$ cat src/sv/lrs_pkg.sv
// ----------------------------------------------------------------------------
// lrs_pkg
// Shared constants, payload types and controller/datapath links of the
// addressable RGB LED serializer.
// ----------------------------------------------------------------------------
package lrs_pkg;

  // Defaults for the top level parameters
  localparam int MaxLedsDefault      = 256;
  localparam int ResetPeriodsDefault = 45;

  // Field widths
  localparam int ActionW   = 3;
  localparam int IndexW    = 8;
  localparam int ColorW    = 8;
  localparam int PeriodW   = 10;
  localparam int LedCountW = 9;
  localparam int CfgIdxW   = 2;
  localparam int CfgDataW  = 10;
  localparam int PixelW    = 3 * ColorW;
  localparam int BitPtrW   = 5;

  localparam logic [BitPtrW-1:0] LastBit = BitPtrW'(PixelW - 1);

  // Register reset values
  localparam logic [PeriodW-1:0]   PeriodReset   = PeriodW'(300);
  localparam logic [LedCountW-1:0] LedCountReset = LedCountW'(1);

  // x / 25 for x below 2**14: (x * Div25Recip) >> Div25Shift
  localparam int Div25Recip = 20972;
  localparam int Div25Shift = 19;
  localparam int ProdW      = 29;

  // Action codes
  localparam logic [ActionW-1:0] ACT_TICK      = 3'd0;
  localparam logic [ActionW-1:0] ACT_SET_PIXEL = 3'd1;
  localparam logic [ActionW-1:0] ACT_SET_ALL   = 3'd2;
  localparam logic [ActionW-1:0] ACT_CLEAR     = 3'd3;
  localparam logic [ActionW-1:0] ACT_SHOW      = 3'd4;

  // Configuration register indexes
  localparam logic [CfgIdxW-1:0] CFG_PERIOD    = 2'd0;
  localparam logic [CfgIdxW-1:0] CFG_LED_COUNT = 2'd1;

  typedef struct packed {
    logic [ActionW-1:0] action;
    logic [IndexW-1:0]  led_index;
    logic [ColorW-1:0]  red;
    logic [ColorW-1:0]  green;
    logic [ColorW-1:0]  blue;
  } act_item_t;

  typedef struct packed {
    logic line_level;
    logic busy_res;
    logic accepted;
  } res_item_t;

  typedef struct packed {
    logic [CfgIdxW-1:0]  reg_idx;
    logic [CfgDataW-1:0] wr_data;
  } cfg_wr_t;

  // Controller to datapath
  typedef struct packed {
    logic set_pix;
    logic fill_start;
    logic fill_zero;
    logic sweep_wr;
    logic frame_start;
    logic tick;
    logic ph_reset;
    logic ph_data;
    logic ph_tail;
  } lrs_cmd_t;

  // Datapath to controller
  typedef struct packed {
    logic period_end;
    logic reset_done;
    logic data_done;
    logic n_zero;
    logic sweep_last;
    logic pc_lt_duty;
  } lrs_sts_t;

endpackage

$ cat src/sv/lrs_ctrl.sv
// ----------------------------------------------------------------------------
// lrs_ctrl
// Frame and sweep state machine, input handshake and result register.
// ----------------------------------------------------------------------------
module lrs_ctrl
  import lrs_pkg::*;
(
  input  logic               clk_i,
  input  logic               rst_ni,
  input  logic               in_valid_i,
  input  logic [ActionW-1:0] in_action_i,
  output logic               in_ready_o,
  output logic               out_valid_o,
  input  logic               out_ready_i,
  output res_item_t          out_data_o,
  input  lrs_sts_t           sts_i,
  output lrs_cmd_t           cmd_o
);

  localparam logic [2:0] S_CLEAR = 3'd0;
  localparam logic [2:0] S_IDLE  = 3'd1;
  localparam logic [2:0] S_FILL  = 3'd2;
  localparam logic [2:0] S_RESET = 3'd3;
  localparam logic [2:0] S_DATA  = 3'd4;
  localparam logic [2:0] S_TAIL  = 3'd5;

  logic [2:0] state_q;
  logic [2:0] state_d;
  logic       out_valid_q;
  res_item_t  out_data_q;
  logic       in_fire;
  logic       busy;
  logic       busy_next;
  logic       acc;

  assign in_ready_o = (state_q != S_CLEAR) && (state_q != S_FILL) &&
                      (!out_valid_q || out_ready_i);
  assign in_fire    = in_valid_i && in_ready_o;
  assign busy       = (state_q == S_RESET) || (state_q == S_DATA) || (state_q == S_TAIL);
  assign busy_next  = (state_d == S_RESET) || (state_d == S_DATA) || (state_d == S_TAIL);

  always_comb begin
    state_d          = state_q;
    acc              = 1'b0;
    cmd_o            = '0;
    cmd_o.ph_reset   = state_q == S_RESET;
    cmd_o.ph_data    = state_q == S_DATA;
    cmd_o.ph_tail    = state_q == S_TAIL;
    unique case (state_q)
      S_CLEAR, S_FILL: begin
        cmd_o.sweep_wr = 1'b1;
        if (sts_i.sweep_last) begin
          state_d = S_IDLE;
        end
      end
      S_IDLE: begin
        if (in_fire) begin
          unique case (in_action_i)
            ACT_TICK: begin
              acc = 1'b1;
            end
            ACT_SET_PIXEL: begin
              acc           = 1'b1;
              cmd_o.set_pix = 1'b1;
            end
            ACT_SET_ALL, ACT_CLEAR: begin
              acc = 1'b1;
              if (!sts_i.n_zero) begin
                cmd_o.fill_start = 1'b1;
                cmd_o.fill_zero  = in_action_i == ACT_CLEAR;
                state_d          = S_FILL;
              end
            end
            ACT_SHOW: begin
              acc               = 1'b1;
              cmd_o.frame_start = 1'b1;
              state_d           = S_RESET;
            end
            default: begin
              acc = 1'b0;
            end
          endcase
        end
      end
      S_RESET, S_DATA, S_TAIL: begin
        // Only ticks go through while a frame is out
        if (in_fire && in_action_i == ACT_TICK) begin
          acc        = 1'b1;
          cmd_o.tick = 1'b1;
          if (sts_i.period_end) begin
            if (state_q == S_RESET) begin
              if (sts_i.reset_done) begin
                state_d = sts_i.n_zero ? S_TAIL : S_DATA;
              end
            end else if (state_q == S_DATA) begin
              if (sts_i.data_done) begin
                state_d = S_TAIL;
              end
            end else begin
              state_d = S_IDLE;
            end
          end
        end
      end
      default: begin
        state_d = S_IDLE;
      end
    endcase
  end

  always_ff @(posedge clk_i or negedge rst_ni) begin
    if (!rst_ni) begin
      state_q     <= S_CLEAR;
      out_valid_q <= 1'b0;
    end else begin
      state_q <= state_d;
      if (in_fire) begin
        out_valid_q <= 1'b1;
      end else if (out_ready_i) begin
        out_valid_q <= 1'b0;
      end
    end
  end

  always_ff @(posedge clk_i) begin
    if (in_fire) begin
      out_data_q.line_level <= busy && sts_i.pc_lt_duty;
      out_data_q.busy_res   <= busy_next;
      out_data_q.accepted   <= acc;
    end
  end

  assign out_valid_o = out_valid_q;
  assign out_data_o  = out_data_q;

endmodule

$ cat config.mk
export PLATFORM = sky130hd
export DESIGN_NAME = lrs_ctrl
export DESIGN_NICKNAME = d
export VERILOG_FILES = /design/src/sv/lrs_pkg.sv /design/src/sv/lrs_ctrl.sv
export SDC_FILE = /design/constraint.sdc
export NUM_CORES = 1
export LEC_CHECK = 0
export BUFFER_PORTS_ARGS = -buffer_cell sky130_fd_sc_hd__buf_2
export CORE_AREA = 4 4 41 43
export CTS_CLUSTER_SIZE = 30
export DETAILED_ROUTE_END_ITERATION = 8
export DIE_AREA = 0 0 45 47
export GPL_TIMING_DRIVEN = 0
export PLACE_DENSITY = 0.75
export SETUP_SLACK_MARGIN = 0.02
export SKIP_CTS_REPAIR_TIMING = 1
export SYNTH_ARGS = -nofsm -noshare
export SYNTH_HDL_FRONTEND = slang
export SYNTH_SLANG_ARGS = --single-unit
$ cat constraint.sdc
create_clock -name clk_i -period 2.3 [get_ports clk_i]
set_input_delay 0.115 -clock clk_i [delete_from_list [all_inputs] [get_ports clk_i]]
set_output_delay 0.115 -clock clk_i [all_outputs]
set_load 0.01 [all_outputs]
== After elaboration in Yosys (flattened, before gate mapping) ==
Index checks and enable logic that the tools add are counted.
Storage, ports and cells
  flip-flop bits (word level): 7
Cells by class
  eq/ne operators: 13
  reduce and logical (&&, ||, !) cells: 19
  mux-type cells: 27
Operators by type and width (count)
  two-way mux 3 bit: 11
  equality test 3 x 2 -> 1 bit, second input constant: 5
  equality test 3 bit, second input constant: 5
  two-way mux 1 bit: 11
  one-hot mux 3 bit (3 select lines): 1
  equality test 3 x 1 -> 1 bit, second input constant: 2
  logical NOT 3 bit: 2
  one-hot mux 3 bit (2 select lines): 1
  logical AND 1 bit: 5
  logical OR 1 bit: 5
  OR reduction 5 bit: 1
  two-way mux 2 bit: 2
  OR reduction 2 bit: 2
  != test 3 x 2 -> 1 bit, second input constant: 1
  nonzero test 3 bit: 1
  OR reduction 3 bit: 1
  one-hot mux 1 bit (2 select lines): 1
  nonzero test 2 bit: 1
  logical NOT 1 bit: 1

== Depth between registers and ports, before layout ==
  word-level depth: 10
  gate-level depth with buffers: 5

== Worst setup path before layout ==
No wires, ideal clock.
  kind: register to register
  start point: reg out_valid_q (netlist: out_valid_o)
  end point: reg out_data_q, in the netlist out_data_o[1] (data pin)
  slack: 798 ps
  setup time: 264 ps
  path buffers: 1
  arrival: 1238 ps
  clock period less this slack: 1502 ps
  stages on the path, launching flop included: 6
  path through: dfrtp_1 > nand2b_1 > buf_2 > nand4b_2 > a2111oi_1 > o21bai_1
On the way
  word-level cells in the longest chain between the ends: 10
RTL lines
  start: declaration: line lrs_ctrl.sv:29  | logic out_valid_q;
  start signal: assignment: line lrs_ctrl.sv:114  | out_valid_q <= 1'b0;
  start signal: assignment: line lrs_ctrl.sv:118  | out_valid_q <= 1'b1;
  start signal: assignment: line lrs_ctrl.sv:120  | out_valid_q <= 1'b0;
  logical NOT 1 bit *: line lrs_ctrl.sv:37  | (!out_valid_q || out_ready_i);
  logical OR 1 bit *: line lrs_ctrl.sv:37
  logical AND 1 bit *: line lrs_ctrl.sv:36  | assign in_ready_o = (state_q != S_CLEAR) && (state_q != S_FILL) &&
  logical AND 1 bit *: line lrs_ctrl.sv:38  | assign in_fire = in_valid_i && in_ready_o;
  logical AND 1 bit: line lrs_ctrl.sv:87  | if (in_fire && in_action_i == ACT_TICK) begin
  two-way mux 3 bit: line lrs_ctrl.sv:87
  one-hot mux 3 bit (3 select lines) *: line lrs_ctrl.sv:49  | unique case (state_q)
  equality test 3 x 2 -> 1 bit / equality test 3 bit (equally long branches): line lrs_ctrl.sv:40  | assign busy_next = (state_d == S_RESET) || (state_d == S_DATA) || (state_d == S_TAIL);
  logical OR 1 bit: line lrs_ctrl.sv:40
  logical OR 1 bit *: line lrs_ctrl.sv:40
  named net busy_next: line lrs_ctrl.sv:33  | logic busy_next;
  end: declaration: line lrs_ctrl.sv:30  | res_item_t out_data_q;
Mark *: on every way through the listed nets, which the timed path passes. The rest lies on a longest branch.
A chain may end at the register's enable or synchronous reset.

==> impl_metrics.py <==
metrics = {
    "power": {
        "p_clk_share_pct": 17.6,
        "power_switching_w": 0.000251,
        "p_leak_nw": 0.349,
        "powerDensity_nw_per_um2": 874,
        "p_int_w": 0.000374,
        "switching_share_pct": 40.1,
        "ir_worst_vdd_v": 0.000461,
        "power_w": 0.000625,
        "pwr-share-seq_pct": 29.1,
        "share_comb_of_total_power_pct": 53.3,
    },
    "worst_setup_path": {
        "end_kind": "output pin",
        "slowest_stage": "dfrtp_1",
        "path_buf_inv": 2,
        "crit_path_start_kind": "register",
        "worst-r2r-cell-count": 5,
        "required_ns": 2.18,
        "path_max_fanout": 9,
        "r2r_start": "out_valid_o",
        "critPathArrivalTime_ns": 1.66,
        "regToRegSetupSlack_ns": 0.65,
        "slowest_delay_ns": 0.36,
        "cpLargestDelayFamily": "simple AND/OR/NAND/NOR gates",
        "cp_cell_sequence": "buf_4 -> nand2b_1 -> o21ai_0 -> and3_1 -> buf_2",
        "r2r-end": "out_data_o[1]",
        "worstSetupPathType": "register to output pin",
    },
    "placed_design": {
        "dp_slack_ns": 0.677,
        "dpl.hpwl_mm": 1.05,
        "portBuffers": 26,
        "gp_congestion": 0.758,
    },
    "final_layout": {
        "layout_commonest_cell": "buf_2",
        "syn2layout_area_growth_pct": 34.9,
        "drive_gt1_share_pct": 42.7,
        "nets": 103,
        "finalCoreUtilization_pct": 55.0,
        "final_cell_mix": "buf_2, nor2_1, dfrtp_1",
        "antennaDiodeCount": 0,
    },
    "run": {
        "maxCapViolCount": 0,
    },
    "global_route": {
        "antenna_found_initial": 0,
        "grt_pass1_wl_mm": 1.96,
        "grt_pass1_vias": 463,
        "grt.total_usage_pct": 12.9,
        "globalRouteOverflowTotal": 0,
        "grt_max_degree": 11,
    },
    "floorplan": {
        "fp.dieW_um": 45,
        "dieArea_um2": 2120,
        "die_y_um": 47,
        "start_util_pct": 40.8,
        "fp.coreArea_um2": 1300,
        "pin_count": 27,
        "core.rowCount": 13,
    },
    "timing": {
        "period_minus_slack_ns": 1.77,
        "worst_slack_ns": 0.528,
        "finalHoldViolations": 0,
        "setup_tns_ns": 0,
        "max_freq_mhz": 564,
        "rsz0062_at_grt": "no",
        "setup_viol": 0,
        "drv_slew": 0,
        "fin_crit_sh_pct": 77.1,
        "timing.slew.headroom_pct": 76.3,
        "worstMarginPinSlew_ns": 0.354,
        "holdWs_ns": 0.0631,
        "skew_ns": 0.00249,
    },
    "logic_synthesis": {
        "syn_area_um2": 531,
        "postSynth.asyncResetShare_pct": 57.1,
        "synth_cell_types": 32,
        "ys_seq_area_share_pct": 35.8,
        "yosysTopAreaCell": "dfrtp_1",
        "synth-edff-count": 3,
        "synth_flop_cell": "dfrtp_1",
        "ys_top_cells_by_area": "dfrtp_1, edfxtp_1, nor2_1",
        "synth.top_cell.area_share_pct": 18.9,
        "synth_seq_cells": 7,
        "synth_area_per_cell_um2": 9.15,
        "netlist_instances": 58,
        "yosysWarnings": 0,
        "syn_nets": 71,
    },
    "cts": {
        "tritoncts": "built",
        "clock-sinks": 7,
        "clockRootBuffer": "clkbuf_4",
        "cts_max_level": 1,
        "cts_buffer_depth": 2,
        "clk_latency_ns": 0.25,
        "clkTransAtPathRegs_ns": 0.05,
        "cts_made_buffers": 3,
    },
    "drt": {
        "avgRoutedWirePerCell_um": 12.5,
        "wirelength_mm": 1.30,
        "drt-initial-drc-count": 7,
        "detail_route.vias_per_cell": 5.51,
        "dr.pass1.iters": 4,
        "drc": 0,
        "ant_nets": 0,
        "vias": 573,
    },
    "hold_path": {
        "hold_start": "sts_i[1]",
        "hold-path-endpoint": "state_q[1]",
        "hold_path.class": "input port to register",
        "whs_path_depth": 2,
    },
    "status": {
        "status": "completed",
    },
}
[power groups by stage]
stage               clock [W]  combinational, W  sequential (W)
finish               0.000110          0.000333        0.000182
global route         0.000120          0.000365        0.000185
CTS                  0.000114          0.000330        0.000182
detailed placement          0          0.000329        0.000185
global placement            0          0.000326        0.000184
floorplan                   0          0.000219        0.000196
[through the flow]
stage                     cells  instance area (um^2)
after floorplan              58                   531
after global placement       99                   679
after detailed placement     99                   679
after CTS                   103                   706
after global routing        104                   716
final                       104                   716
[area by class of cell]
type	instances	area (um^2)
Buffer	4	25.0
Clock buffer	4	26.3
Fill cell	129	586
Inverter	1	3.75
Multi-Input combinational cell	46	312
Sequential cell	7	190
Tap cell	15	18.8
Timing Repair Buffer	27	140
[flip-flops by register name (all words and copies together), names as in the netlist]
name         flops
out_data_o       3
state_q          3
out_valid_o      1
[how the worst max path moves through the flow]
stage | start | cells after the start | endpoint | slack (ns)
after floorplan | out_valid_o | 5 | out_data_o[1] | 0.80
after detailed placement | out_valid_o | 5 | out_data_o[1] | 0.68
after global placement | out_valid_o | 5 | out_data_o[1] | 0.71
final | state_q[2] | 5 | cmd_o[3] | 0.53
after CTS | state_q[2] | 5 | cmd_o[3] | 0.53
after global routing | state_q[2] | 5 | cmd_o[3] | 0.41
[cell usage after synthesis, types with 2 or more instances]
cell / number
nor2b_1: 2
dfrtp_1: 4
buf_4: 2
buf_2: 2
nand2b_1: 3
nor2_1: 9
and3_1: 2
nand2_1: 2
nor3b_2: 2
edfxtp_1: 3
nor3_1: 2
o21ai_0: 3
nand4_1: 2
and2_1: 2
[cell families after synthesis]
family / synth area share [%]
and+or+nand+nor: 38.9
DFF: 35.9
muxes: 1.89
buffers and inverters: 5.42
AOI/OAI and AO/OA: 17.9
[worst reg2reg max path, stage by stage (launching register included)]
cell and delay (ns):
dfrtp_1 0.37, nand2b_1 0.07, buf_2 0.19, nand4b_2 0.19, a2111oi_1 0.45, o21bai_1 0.12
[metal layers]
| layer | GRT usage [%] | wire (um) | vias up |
|---|---|---|---|
| li1 | - | - | 281 |
| met1 | 15.1 | 564 | 265 |
| met2 | 21.5 | 610 | 25 |
| met3 | 4.60 | 125 | 2 |
| met4 | 5.26 | 4 | 0 |
| met5 | 0 | 0 | - |
Note: power is estimated with default switching activity, not from simulation.
